$ cat src/sv/integer_to_roman_encoder_macros.svh
// ---------------------------------------------------------------------------
// integer_to_roman_encoder assertion macros
// Concurrent assertion shorthands, clocked on clk_i, disabled in reset.
// ---------------------------------------------------------------------------
`ifndef INTEGER_TO_ROMAN_ENCODER_MACROS_SVH
`define INTEGER_TO_ROMAN_ENCODER_MACROS_SVH

// same-cycle implication
`define I2R_ASSERT_IMPL(label, ante, cons) \
  label: assert property (@(posedge clk_i) disable iff (!rst_ni) (ante) |-> (cons)) \
    else $error("i2r assertion failed");

// next-cycle implication
`define I2R_ASSERT_NEXT(label, ante, cons) \
  label: assert property (@(posedge clk_i) disable iff (!rst_ni) (ante) |=> (cons)) \
    else $error("i2r assertion failed");

`endif

$ cat src/sv/i2r_pkg.sv
// ---------------------------------------------------------------------------
// i2r_pkg
// Shared types, letter codes and digit pattern tables for the Roman encoder.
// ---------------------------------------------------------------------------
`default_nettype none

package i2r_pkg;

  localparam logic [11:0] VALUE_MAX = 12'd3999;

  localparam logic [6:0] CH_I = 7'd73;
  localparam logic [6:0] CH_V = 7'd86;
  localparam logic [6:0] CH_X = 7'd88;
  localparam logic [6:0] CH_L = 7'd76;
  localparam logic [6:0] CH_C = 7'd67;
  localparam logic [6:0] CH_D = 7'd68;
  localparam logic [6:0] CH_M = 7'd77;

  // decimal orders
  localparam logic [1:0] ORD_UNIT = 2'd0;
  localparam logic [1:0] ORD_TEN  = 2'd1;
  localparam logic [1:0] ORD_HUND = 2'd2;
  localparam logic [1:0] ORD_THOU = 2'd3;

  // letter roles within an order
  localparam logic [1:0] ROLE_ONE  = 2'd0;
  localparam logic [1:0] ROLE_FIVE = 2'd1;
  localparam logic [1:0] ROLE_TEN  = 2'd2;

  typedef enum logic [2:0] {
    ST_IDLE  = 3'b001,
    ST_SPLIT = 3'b010,
    ST_EMIT  = 3'b100
  } i2r_state_e;

  typedef struct packed {
    logic load;
    logic split;
    logic emit;
  } i2r_cmd_t;

  typedef struct packed {
    logic in_ok;
    logic split_last;
    logic out_free;
    logic emit_last;
  } i2r_status_t;

  function automatic logic [13:0] order_weight(logic [1:0] ord);
    logic [13:0] w;
    case (ord)
      ORD_THOU: w = 14'd1000;
      ORD_HUND: w = 14'd100;
      ORD_TEN:  w = 14'd10;
      default:  w = 14'd1;
    endcase
    return w;
  endfunction

  function automatic logic [2:0] digit_len(logic [3:0] dig);
    logic [2:0] n;
    case (dig)
      4'd1, 4'd5:       n = 3'd1;
      4'd2, 4'd4, 4'd6,
      4'd9:             n = 3'd2;
      4'd3, 4'd7:       n = 3'd3;
      4'd8:             n = 3'd4;
      default:          n = 3'd0;
    endcase
    return n;
  endfunction

  function automatic logic [1:0] digit_role(logic [3:0] dig, logic [1:0] pos);
    logic [1:0] r;
    r = ROLE_ONE;
    case (dig)
      4'd4: if (pos == 2'd1) r = ROLE_FIVE;
      4'd5, 4'd6, 4'd7, 4'd8: if (pos == 2'd0) r = ROLE_FIVE;
      4'd9: if (pos == 2'd1) r = ROLE_TEN;
      default: r = ROLE_ONE;
    endcase
    return r;
  endfunction

  function automatic logic [6:0] order_letter(logic [1:0] ord, logic [1:0] role);
    logic [6:0] c;
    case (ord)
      ORD_UNIT: c = (role == ROLE_ONE) ? CH_I : (role == ROLE_FIVE) ? CH_V : CH_X;
      ORD_TEN:  c = (role == ROLE_ONE) ? CH_X : (role == ROLE_FIVE) ? CH_L : CH_C;
      ORD_HUND: c = (role == ROLE_ONE) ? CH_C : (role == ROLE_FIVE) ? CH_D : CH_M;
      default:  c = CH_M;
    endcase
    return c;
  endfunction

endpackage

`default_nettype wire

$ cat src/sv/integer_to_roman_encoder.sv
// ---------------------------------------------------------------------------
// integer_to_roman_encoder
// Binary integer to subtractive Roman numeral, one ASCII letter per beat.
// ---------------------------------------------------------------------------
// A request carries a value 1..3999 and produces its numeral most significant
// letter first, tlast on the final letter; zero or values above 3999 are taken
// and dropped with no output. After a request is accepted, the digit splitter
// runs one compare ladder step each for thousands, hundreds and tens, then the
// letter pointer issues one letter per cycle into the output register while
// the output is not stalled. The next request is taken while the last letter
// still sits in the output register.
`default_nettype none
`include "integer_to_roman_encoder_macros.svh"

module integer_to_roman_encoder
  import i2r_pkg::*;
(
  input  wire logic        clk_i,
  input  wire logic        rst_ni,
  input  wire logic        s_axis_tvalid_i,
  output      logic        s_axis_tready_o,
  input  wire logic [15:0] s_axis_tdata_i,   // [11:0] value, [15:12] zero
  output      logic        m_axis_tvalid_o,
  input  wire logic        m_axis_tready_i,
  output      logic [7:0]  m_axis_tdata_o,   // [6:0] symbol, [7] zero
  output      logic        m_axis_tlast_o
);

  i2r_cmd_t    cmd;
  i2r_status_t status;
  logic [6:0]  symbol;

  i2r_ctrl u_ctrl (
    .clk_i      (clk_i),
    .rst_ni     (rst_ni),
    .in_valid_i (s_axis_tvalid_i),
    .in_ready_o (s_axis_tready_o),
    .status_i   (status),
    .cmd_o      (cmd)
  );

  i2r_dpath u_dpath (
    .clk_i        (clk_i),
    .rst_ni       (rst_ni),
    .value_i      (s_axis_tdata_i[11:0]),
    .cmd_i        (cmd),
    .status_o     (status),
    .out_ready_i  (m_axis_tready_i),
    .out_valid_o  (m_axis_tvalid_o),
    .out_symbol_o (symbol),
    .out_last_o   (m_axis_tlast_o)
  );

  assign m_axis_tdata_o = {1'b0, symbol};

  `I2R_ASSERT_NEXT(a_load_busy, cmd.load, !s_axis_tready_o && cmd.split)
  `I2R_ASSERT_NEXT(a_split_to_emit, cmd.split && status.split_last, !s_axis_tready_o && !cmd.split)
  `I2R_ASSERT_NEXT(a_last_frees, cmd.emit && status.emit_last, s_axis_tready_o && m_axis_tlast_o)
  `I2R_ASSERT_IMPL(a_letter_legal, m_axis_tvalid_o,
                   symbol == CH_I || symbol == CH_V || symbol == CH_X || symbol == CH_L ||
                   symbol == CH_C || symbol == CH_D || symbol == CH_M)

endmodule

`default_nettype wire

$ cat src/sv/i2r_ctrl.sv
// ---------------------------------------------------------------------------
// i2r_ctrl
// Sequencer: accept, three digit-split steps, then one letter per slot.
// ---------------------------------------------------------------------------
`default_nettype none

module i2r_ctrl
  import i2r_pkg::*;
(
  input  wire logic        clk_i,
  input  wire logic        rst_ni,
  input  wire logic        in_valid_i,
  output      logic        in_ready_o,
  input  wire i2r_status_t status_i,
  output      i2r_cmd_t    cmd_o
);

  i2r_state_e state_q, state_d;

  always_comb begin
    state_d    = state_q;
    cmd_o      = '0;
    in_ready_o = 1'b0;
    case (state_q)
      ST_IDLE: begin
        in_ready_o = 1'b1;
        // zero and out-of-range requests are dropped here
        if (in_valid_i && status_i.in_ok) begin
          cmd_o.load = 1'b1;
          state_d    = ST_SPLIT;
        end
      end
      ST_SPLIT: begin
        cmd_o.split = 1'b1;
        if (status_i.split_last) state_d = ST_EMIT;
      end
      ST_EMIT: begin
        if (status_i.out_free) begin
          cmd_o.emit = 1'b1;
          if (status_i.emit_last) state_d = ST_IDLE;
        end
      end
      default: state_d = ST_IDLE;
    endcase
  end

  always_ff @(posedge clk_i or negedge rst_ni) begin
    if (!rst_ni) begin
      state_q <= ST_IDLE;
    end else begin
      state_q <= state_d;
    end
  end

endmodule

`default_nettype wire

$ cat src/sv/i2r_dpath.sv
// ---------------------------------------------------------------------------
// i2r_dpath
// Digit splitter, letter pointer and output register of the Roman encoder.
// ---------------------------------------------------------------------------
`default_nettype none

module i2r_dpath
  import i2r_pkg::*;
(
  input  wire logic        clk_i,
  input  wire logic        rst_ni,
  input  wire logic [11:0] value_i,
  input  wire i2r_cmd_t    cmd_i,
  output      i2r_status_t status_o,
  input  wire logic        out_ready_i,
  output      logic        out_valid_o,
  output      logic [6:0]  out_symbol_o,
  output      logic        out_last_o
);

  logic [11:0] rem_q;
  logic [3:0]  dig_q [4];
  logic [1:0]  ord_q;
  logic [1:0]  pos_q;
  logic        out_valid_q;
  logic [6:0]  out_symbol_q;
  logic        out_last_q;

  // split step: one decimal digit by a compare ladder against the order weight
  logic [13:0] weight;
  logic [3:0]  split_dig;
  logic [13:0] split_sub;
  logic [11:0] rem_nxt;

  always_comb begin
    weight    = order_weight(ord_q);
    split_dig = 4'd0;
    for (int j = 1; j < 10; j++) begin
      if ({2'b00, rem_q} >= 14'(j) * weight) split_dig = 4'(j);
    end
    split_sub = 14'(split_dig) * weight;
    rem_nxt   = 12'({2'b00, rem_q} - split_sub);
  end

  // letter pointer: skip orders whose digit is zero
  logic [3:0] nz;
  logic [1:0] eff;
  logic       found;
  logic       lower_nz;
  logic [2:0] len;
  logic       pos_end;
  logic [6:0] letter;

  always_comb begin
    for (int k = 0; k < 4; k++) nz[k] = (dig_q[k] != 4'd0);
    eff   = ORD_UNIT;
    found = 1'b0;
    for (int k = 3; k >= 0; k--) begin
      if (!found && (2'(k) <= ord_q) && nz[k]) begin
        eff   = 2'(k);
        found = 1'b1;
      end
    end
    lower_nz = 1'b0;
    for (int k = 0; k < 4; k++) begin
      if ((2'(k) < eff) && nz[k]) lower_nz = 1'b1;
    end
    len     = digit_len(dig_q[eff]);
    pos_end = (({1'b0, pos_q} + 3'd1) == len);
    letter  = order_letter(eff, digit_role(dig_q[eff], pos_q));
  end

  assign status_o.in_ok      = (value_i != 12'd0) && (value_i <= VALUE_MAX);
  assign status_o.split_last = (ord_q == ORD_TEN);
  assign status_o.out_free   = !out_valid_q || out_ready_i;
  assign status_o.emit_last  = pos_end && !lower_nz;

  always_ff @(posedge clk_i) begin
    if (cmd_i.load) begin
      rem_q <= value_i;
    end else if (cmd_i.split) begin
      rem_q        <= rem_nxt;
      dig_q[ord_q] <= split_dig;
      if (ord_q == ORD_TEN) dig_q[ORD_UNIT] <= rem_nxt[3:0];
    end
  end

  always_ff @(posedge clk_i or negedge rst_ni) begin
    if (!rst_ni) begin
      ord_q <= ORD_THOU;
      pos_q <= 2'd0;
    end else if (cmd_i.load) begin
      ord_q <= ORD_THOU;
      pos_q <= 2'd0;
    end else if (cmd_i.split) begin
      ord_q <= (ord_q == ORD_TEN) ? ORD_THOU : ord_q - 2'd1;
      pos_q <= 2'd0;
    end else if (cmd_i.emit) begin
      if (pos_end) begin
        ord_q <= eff - 2'd1;
        pos_q <= 2'd0;
      end else begin
        ord_q <= eff;
        pos_q <= pos_q + 2'd1;
      end
    end
  end

  always_ff @(posedge clk_i or negedge rst_ni) begin
    if (!rst_ni) begin
      out_valid_q <= 1'b0;
    end else if (cmd_i.emit) begin
      out_valid_q <= 1'b1;
    end else if (out_ready_i) begin
      out_valid_q <= 1'b0;
    end
  end

  always_ff @(posedge clk_i) begin
    if (cmd_i.emit) begin
      out_symbol_q <= letter;
      out_last_q   <= status_o.emit_last;
    end
  end

  assign out_valid_o  = out_valid_q;
  assign out_symbol_o = out_symbol_q;
  assign out_last_o   = out_last_q;

endmodule

`default_nettype wire

$ cat config.mk
export PLATFORM = sky130hd
export DESIGN_NAME = integer_to_roman_encoder
export DESIGN_NICKNAME = d
export VERILOG_FILES = /design/src/sv/i2r_pkg.sv /design/src/sv/integer_to_roman_encoder.sv /design/src/sv/i2r_ctrl.sv /design/src/sv/i2r_dpath.sv
export VERILOG_INCLUDE_DIRS = /design/src /design/src/sv
export SDC_FILE = /design/constraint.sdc
export NUM_CORES = 1
export LEC_CHECK = 0
export BUFFER_PORTS_ARGS = -buffer_cell sky130_fd_sc_hd__clkbuf_2
export CAP_MARGIN = 40
export CORE_ASPECT_RATIO = 1.2
export CORE_MARGIN = 2
export CORE_UTILIZATION = 45
export DETAILED_ROUTE_END_ITERATION = 10
export SETUP_SLACK_MARGIN = 0.3
export SLEW_MARGIN = 30
export SYNTH_ARGS = -nofsm -noshare
export SYNTH_HDL_FRONTEND = slang
export SYNTH_SLANG_ARGS = --single-unit
$ cat constraint.sdc
create_clock -name clk_i -period 13.8 [get_ports clk_i]
set_input_delay 1.38 -clock clk_i [delete_from_list [all_inputs] [get_ports clk_i]]
set_output_delay 1.38 -clock clk_i [all_outputs]
set_load 0.03 [all_outputs]
== After elaboration in Yosys (flattened, before gate mapping) ==
Memories as Yosys holds them, arrays and structs flattened.
Index checks and enable logic that the tools add are counted.

* Reductions and logical operators: 33
* Multiplexer cells: 63
* $add $sub $neg: 5
* Magnitude comparators: 18
* Equality and inequality tests: 21
* Multipliers: 6

{| class="wikitable"
|+ Operator list
! kind !! count
|-
| 12-bit by 14-bit >= comparator with 1-bit output || 5
|-
| 2-bit 2-to-1 mux || 16
|-
| 10-bit case mux with 3 select lines || 1
|-
| 3-bit by 10-bit multiplier with 13-bit output, first input constant || 2
|-
| 1-bit 2-to-1 mux || 25
|-
| 2-bit by 10-bit multiplier with 12-bit output, first input constant || 2
|-
| 12-bit 2-to-1 mux || 2
|-
| 3-bit 2-to-1 mux || 8
|-
| 7-bit 2-to-1 mux || 3
|-
| 7-bit case mux with 3 select lines || 1
|-
| 4-bit 2-to-1 mux || 5
|-
| 4-bit by 3-bit == test with 1-bit output, second input constant || 4
|-
| 4-bit nonzero test || 4
|-
| 1-bit logical AND || 14
|-
| 4-bit by 10-bit multiplier with 14-bit output, first input constant || 1
|-
| 12-bit by 13-bit >= comparator with 1-bit output || 1
|-
| 12-bit by 10-bit >= comparator with 1-bit output || 1
|-
| 12-bit by 11-bit >= comparator with 1-bit output || 1
|-
| 12-bit >= comparator || 1
|-
| 12-bit <= comparator, second input constant || 1
|-
| 4-bit by 10-bit multiplier with 12-bit output || 1
|-
| 12-bit nonzero test || 1
|-
| 12-bit subtractor || 1
|-
| 3-bit case mux with 3 select lines || 1
|-
| 24 further kinds || 44
|}

* Memory bits (writable): 16
* Register bits: 28
* Memories kept: 2
* Bits of input ports: 20
* Logic and storage cells: 155
* Memory bits (read-only): 48
* Output and inout bits: 11

{| class="wikitable"
|+ Memory list
! name !! words !! bits a word !! rd ports !! clocked after memory_dff !! wr ports !! line !! source
|-
| (no name shown) || 16 || 3 || 1 || 0 || 0 || i2r_pkg.sv:62 || <nowiki>case (dig)</nowiki>
|-
| u_dpath.dig_q || 4 || 4 || 5 || 0 || 2 || i2r_dpath.sv:22 || <nowiki>logic [3:0] dig_q [4];</nowiki>
|}

== Logic depth before layout (Yosys ltp) ==
An unclocked memory read counts as a cell.

* Word-level depth: 27
* Gate-level depth with buffers: 31
* Mapped depth without buffers: 31

== Cells and area by module ==
Synthesis repeated with hierarchy kept, for this count alone.

* Cell total of the unflattened synthesis: 644
* Area total of the unflattened synthesis: 5631.7 um^2

{| class="wikitable"
|+ By module, submodules not included
! module !! sequential area each (um^2) !! area an instance (um^2) !! times used !! cells an instance
|-
| i2r_dpath || 1148.6 || 5437.7 || 1 || 624
|-
| i2r_ctrl || 76.3 || 182.7 || 1 || 18
|-
| integer_to_roman_encoder || 0.0 || 11.3 || 1 || 2
|}

== Worst setup path before layout ==
No wires, ideal clock.

* Path type: reg-to-reg
* Start point: register u_dpath.ord_q[1]
* End point: register u_dpath.rem_q[11] (data pin)
* Cell stages (with the launch flop): 29
* Path slack: 6921 ps
* Arrival time: 6620 ps
* Buffers on the path: 1
* Data required time: 13540 ps
* Period minus slack after synthesis: 6879 ps
* Setup time: 260 ps
* Path through: dfstp_2 ha_1 clkbuf_1 inv_2 a21oi_1 xnor2_1 fa_1 xnor2_1 ha_1 o21ai_0 a21oi_1 nor4_1 o21ai_0 a41oi_1 a31oi_2 and2_1 fa_1 ha_1 fa_1 inv_1 ha_1 inv_1 a21oi_1 o31a_1 o31ai_1 a21oi_1 a21oi_1 xnor2_1 mux2_2

* Elaborated cells on any way between the ends: 31
* Classes of those cells: add/sub: 1; mul: 6; order compare: 9; eq/ne: 3; mux: 12

{| class="wikitable"
|+ RTL lines
! item !! line !! source
|-
| from (decl) || i2r_dpath.sv:23 || <nowiki>logic [1:0] ord_q;</nowiki>
|-
| from (signal assigned) || i2r_dpath.sv:96 || <nowiki>ord_q <= (ord_q == ORD_TEN) ? ORD_THOU : ord_q - 2'd1;</nowiki>
|-
| from (signal assigned) || i2r_dpath.sv:100 || <nowiki>ord_q <= eff - 2'd1;</nowiki>
|-
| 2-bit by 1-bit == test with 1-bit output / 2-bit == test (equally long branches) || i2r_pkg.sv:51 || <nowiki>case (ord)</nowiki>
|-
| 10-bit case mux with 3 select lines (*) || i2r_pkg.sv:51 ||
|-
| 3-bit by 10-bit multiplier with 13-bit output / 12-bit >= comparator (equally long branches) || i2r_dpath.sv:39 || <nowiki>if ({2'b00, rem_q} >= 14'(j) * weight) split_dig = 4'(j);</nowiki>
|-
| 12-bit by 14-bit >= comparator with 1-bit output / 3-bit 2-to-1 mux (equally long branches) || i2r_dpath.sv:39 ||
|-
| 3-bit 2-to-1 mux (3 in a row) || i2r_dpath.sv:39 ||
|-
| 4-bit 2-to-1 mux || i2r_dpath.sv:39 ||
|-
| 4-bit 2-to-1 mux (*) || i2r_dpath.sv:39 ||
|-
| via u_dpath.split_dig[2] || i2r_dpath.sv:31 || <nowiki>logic [3:0] split_dig;</nowiki>
|-
| 4-bit by 10-bit multiplier with 12-bit output (*) || i2r_dpath.sv:41 || <nowiki>split_sub = 14'(split_dig) * weight;</nowiki>
|-
| 12-bit subtractor (*) || i2r_dpath.sv:42 || <nowiki>rem_nxt = 12'({2'b00, rem_q} - split_sub);</nowiki>
|-
| 12-bit 2-to-1 mux (*) || i2r_dpath.sv:81 || <nowiki>end else if (cmd_i.split) begin</nowiki>
|-
| 12-bit 2-to-1 mux (*) || i2r_dpath.sv:79 || <nowiki>if (cmd_i.load) begin</nowiki>
|-
| to (signal assigned) || i2r_dpath.sv:80 || <nowiki>rem_q <= value_i;</nowiki>
|-
| to (signal assigned) || i2r_dpath.sv:82 || <nowiki>rem_q <= rem_nxt;</nowiki>
|-
| to (decl) || i2r_dpath.sv:21 || <nowiki>logic [11:0] rem_q;</nowiki>
|}

The timed path passes the listed nets; every way through them passes the cells marked *. The select of a mux whose other input is x is not followed.
A chain may end at the register's enable or synchronous reset.

== Final worst setup path ==
* Start point: register u_dpath.ord_q[0]
* End point: register u_dpath.rem_q[11] (data pin)

* Elaborated cells on any way between the ends: 31
* Classes of those cells: add/sub: 1; mul: 6; order compare: 9; eq/ne: 3; mux: 12

{| class="wikitable"
|+ RTL lines
! item !! line
|-
| 2-bit by 1-bit == test with 1-bit output / 2-bit == test (equally long branches) || i2r_pkg.sv:51
|-
| 10-bit case mux with 3 select lines (*) || i2r_pkg.sv:51
|-
| 2-bit by 10-bit multiplier with 12-bit output / 12-bit by 11-bit >= comparator with 1-bit output (equally long branches) || i2r_dpath.sv:39
|-
| 12-bit by 14-bit >= comparator with 1-bit output / 2-bit 2-to-1 mux (equally long branches) || i2r_dpath.sv:39
|-
| 2-bit 2-to-1 mux || i2r_dpath.sv:39
|-
| 3-bit 2-to-1 mux (4 in a row) || i2r_dpath.sv:39
|-
| 4-bit 2-to-1 mux || i2r_dpath.sv:39
|-
| 4-bit 2-to-1 mux (*) || i2r_dpath.sv:39
|-
| via u_dpath.split_dig[1] || i2r_dpath.sv:31
|-
| 4-bit by 10-bit multiplier with 12-bit output (*) || i2r_dpath.sv:41
|-
| 12-bit subtractor (*) || i2r_dpath.sv:42
|-
| 12-bit 2-to-1 mux (*) || i2r_dpath.sv:81
|-
| 12-bit 2-to-1 mux (*) || i2r_dpath.sv:79
|}

Marks and branches as above.

==> results.md <==
| Step | Parameter | Reported |
|:---|:---|:---|
| sta | Total negative setup slack | 0 ns |
| cells and area | Layout Cells excl Fill | 804 |
| routing | Iter 0 DRT Violations | 238 |
| synth | Mean cell area of the mapped netlist | 8.98 sq um |
| global route | Maximum number of pins on one net before global-route repair | 26 |
| min path | Number of stages on the worst hold path | 2 |
| global route | First-pass GRT wire length | 24000 microns |
| synth | Leading cell types by count after synthesis | sky130_fd_sc_hd__ha_1, sky130_fd_sc_hd__inv_1, sky130_fd_sc_hd__nand2_1, sky130_fd_sc_hd__a21oi_1, sky130_fd_sc_hd__o21ai_0 |
| setup path | Kind of critical path | reg -> reg |
| setup path | Data required time of the critical path | 13.84 ns |
| status | Result of the run | completed |
| setup path | Worst r2r path cells | 27 |
| sta | Number of max-slew violations in the final report | 0 |
| flow run | Max cap viols | 0 |
| cells and area | Post-layout net count | 782 |
| setup path | Cell repeated most along the worst path | sky130_fd_sc_hd__a21oi_1 |
| synth | Number of flops mapped to enable cells by yosys | 34 |
| synth | Ys Warns | 0 |
| clock tree | Number of buffers inserted to repair setup after CTS | 0 |
| global route | Number of global-route vias before repair | 4758 |
| placement | Detail Placement HPWL | 11500 microns |
| placement | Post-DP Area | 5840 sq um |
| floorplanning | IO Count | 31 |
| placement | IO Port Bufs | 23 |
| min path | Worst min-delay path class | reg -> reg |
| clock tree | Number of instances resized during post-cts repair | 0 |
| setup path | Critical path buffer and inverter count | 3 |
| synth | Proportion of synthesized chip area in sequential cells | 0.221 |
| synth | Flip-flop and latch count after synthesis | 42 |
| routing | Vias | 4620 |
| routing | DRC violations left | 0 |
| sta | Endpoints failing setup | 0 |
| floorplanning | Chip width | 105 microns |
| global route | Total gr overflow | 0 |
| clock tree | Bufs on Longest Clock Path | 2 |
| synth | Largest cells by area after synthesis | sky130_fd_sc_hd__ha_1, sky130_fd_sc_hd__edfxtp_1, sky130_fd_sc_hd__fa_1, sky130_fd_sc_hd__inv_1, sky130_fd_sc_hd__a21oi_1 |
| cells and area | P&R area growth vs syn | 7.91% |
| cells and area | Fraction of final layout cells with drive strength greater than 1 | 0.0840 |
| setup path | CP Depth | 27 |
| setup path | CP Data Arrival Time | 8.33 ns |
| clock tree | Clock latency at the later pin of the worst-skew pair | 0.29 ns |
| clock tree | CTS buffer count | 5 |
| routing | Total wirelength of the detailed-routed design | 14200 microns |
| setup path | Cell type of the slowest stage on the worst timing path | sky130_fd_sc_hd__dfstp_2 |
| setup path | Type of destination of the critical path | flop |
| sta | Number of hold violations in the final report | 0 |
| sta | Part of the cycle the worst path needs | 0.601 |
| routing | Routed length per instance | 17.7 microns |
| floorplanning | Die Ht | 126 microns |
| sta | Max-Slew Margin vs Limit | 0.502 |
| sta | Final clock skew | 0.0145 ns |
| routing | Count of TritonRoute iterations in the first routing pass | 4 |
| clock tree | Depth of the CTS H-tree | 2 |
| clock tree | Root Buffer Master | sky130_fd_sc_hd__clkbuf_16 |
| synth | Cell with the most instances after synthesis | sky130_fd_sc_hd__ha_1 |
| global route | Antenna violations before repair | 0 |
| clock tree | Clock tree from TritonCTS | built |
| synth | Proportion of register bits with asynchronous set or reset after synthesis | 0.190 |
| synth | Number of standard cells after synthesis | 618 |
| setup path | Crit path from | u_dpath.ord_q[0] |
| synth | Top flip-flop cell by instance count after synthesis | sky130_fd_sc_hd__edfxtp_1 |
| cells and area | Post-route cell area | 5990 sq um |
| global route | GR Util All Layers | 0.226 |
| synth | Netlist Area Pre-Place | 5550 sq um |
| setup path | Worst-path fanout max | 19 |
| setup path | Worst path top cell family by delay | adder cells |
| floorplanning | Die area | 13200 sq um |
| floorplanning | Effective utilization at floorplan | 0.460 |
| sta | Unrepaired setup endpoints after global routing | false |
| routing | Remaining antenna violation count after routing | 0 |
| synth | Leading area contributor after synthesis | sky130_fd_sc_hd__ha_1 |
| floorplanning | Core region area | 12100 sq um |
| cells and area | Number of antenna repair diodes | 0 |
| sta | Slew of the pin with the lowest slew margin | 0.745 ns |
| synth | Distinct cells, synth | 72 |
| sta | Minimum clock period after layout | 8.29 ns |
| placement | Gp weighted congestion | 0.899 |
| routing | Mean number of vias per cell | 5.75 |
| setup path | RR Startpoint | u_dpath.ord_q[0] |
| floorplanning | Number of rows in the core area | 44 |
| clock tree | Clock-pin slew reported for the worst setup and hold paths after clock tree synthesis | 0.07 ns |
| sta | Max Freq | 0.121 GHz |
| synth | Share of Yosys cell area claimed by the top area cell type | 0.221 |
| placement | Placed insts | 795 |
| clock tree | Number of clock sinks | 42 |
| setup path | Largest stage delay on the critical path | 0.63 ns |
| setup path | Reg-to-reg setup timing slack | 5.51 ns |
| clock tree | Number of hold buffers added after cts | 0 |
| setup path | Worst R2R End | u_dpath.rem_q[11] |
| setup path | Worst Setup EP | u_dpath.rem_q[11] |
| setup path | Kind of start point of the critical path | flop |
| sta | Hold WS | 0.611 ns |
==> metal layers <==
metal / GRT usage / part of all wire / wire length, microns
met1: 0.258 / 0.42 / 5960
met2: 0.430 / 0.54 / 7680
met3: 0.0295 / 0.019 / 267
met4: 0.0706 / 0.023 / 323
met5: 0 / 0 / 0
==> stage by stage <==
step,setup slack (ns),utilization
3_3_place_gp,5.56,0.484
6_report,5.51,0.497
2_1_floorplan,6.92,-
5_1_grt,4.88,0.497
4_1_cts,5.47,0.496
3_5_place_dp,5.52,0.484
==> layout by cell type, fill, tap and decap left out, types with 4 or more instances in the layout <==
cell type,count
sky130_fd_sc_hd__o21a_1,12
sky130_fd_sc_hd__clkbuf_2,23
sky130_fd_sc_hd__ha_1,98
sky130_fd_sc_hd__a31oi_1,6
sky130_fd_sc_hd__mux2i_1,7
sky130_fd_sc_hd__o21ai_0,36
sky130_fd_sc_hd__nor2b_1,9
sky130_fd_sc_hd__nor3_1,14
sky130_fd_sc_hd__xor2_1,4
sky130_fd_sc_hd__fa_1,22
sky130_fd_sc_hd__nor2_1,33
sky130_fd_sc_hd__edfxtp_1,34
sky130_fd_sc_hd__a21oi_1,41
sky130_fd_sc_hd__dfrtp_1,5
sky130_fd_sc_hd__nand3_1,9
sky130_fd_sc_hd__nand2_1,47
sky130_fd_sc_hd__a21o_1,12
sky130_fd_sc_hd__o31ai_1,13
sky130_fd_sc_hd__nand2b_1,11
sky130_fd_sc_hd__o211ai_1,4
sky130_fd_sc_hd__clkbuf_16,5
sky130_fd_sc_hd__and2_1,14
sky130_fd_sc_hd__nor4_1,11
sky130_fd_sc_hd__nand4_1,5
sky130_fd_sc_hd__xnor2_1,13
sky130_fd_sc_hd__inv_1,77
sky130_fd_sc_hd__mux2_2,4
==> logic make-up after synthesis <==
kind of cell / after synthesis / share of synthesized area
and+or+nand+nor: 170 / 0.158
AOI/OAI and AO/OA: 168 / 0.210
adders and majority gates: 120 / 0.300
buffers and inverters: 88 / 0.0618
DFF: 42 / 0.221
xor gates and xnor gates: 17 / 0.0268
muxes: 11 / 0.0207
other: 2 / 0.00135
==> tightest hold or removal path, stage by stage, from the launching register on <==
cell and delay [ns]:
sky130_fd_sc_hd__dfrtp_1 0.35, sky130_fd_sc_hd__nand2b_1 0.13, sky130_fd_sc_hd__nand2b_1 0.10
==> cell type report <==
class                      count  area [sq um]
fill                        1183          6070
inverter                      78           293
clock buffer                   5           125
timing repair buffer          26           138
sequential                    42          1220
clock inverter                 3          21.3
tap                          161           201
multi-input combinational    489          3990
==> state kept, by name, summed over array words and instances, names as in the netlist <==
register	flops
u_dpath.pos_q	2
u_ctrl.state_q	3
u_dpath.out_symbol_o	5
u_dpath.ord_q	2
u_dpath.rem_q	12
u_dpath.dig_q	16
u_dpath.out_last_o	1
u_dpath.out_valid_o	1
==> worst min path at each step <==
stage,start,to
after global placement,u_dpath.out_valid_o,u_dpath.out_valid_o
after detailed placement,u_dpath.out_valid_o,u_dpath.out_valid_o
after global routing,u_dpath.pos_q[0],u_dpath.pos_q[0]
after CTS,u_dpath.out_valid_o,u_dpath.out_valid_o
after floorplan,u_dpath.pos_q[0],u_dpath.pos_q[0]
final,u_dpath.out_valid_o,u_dpath.out_valid_o
Power is not shown: default switching activity piles up to over one toggle a cycle in this logic, so the estimate is an artifact.
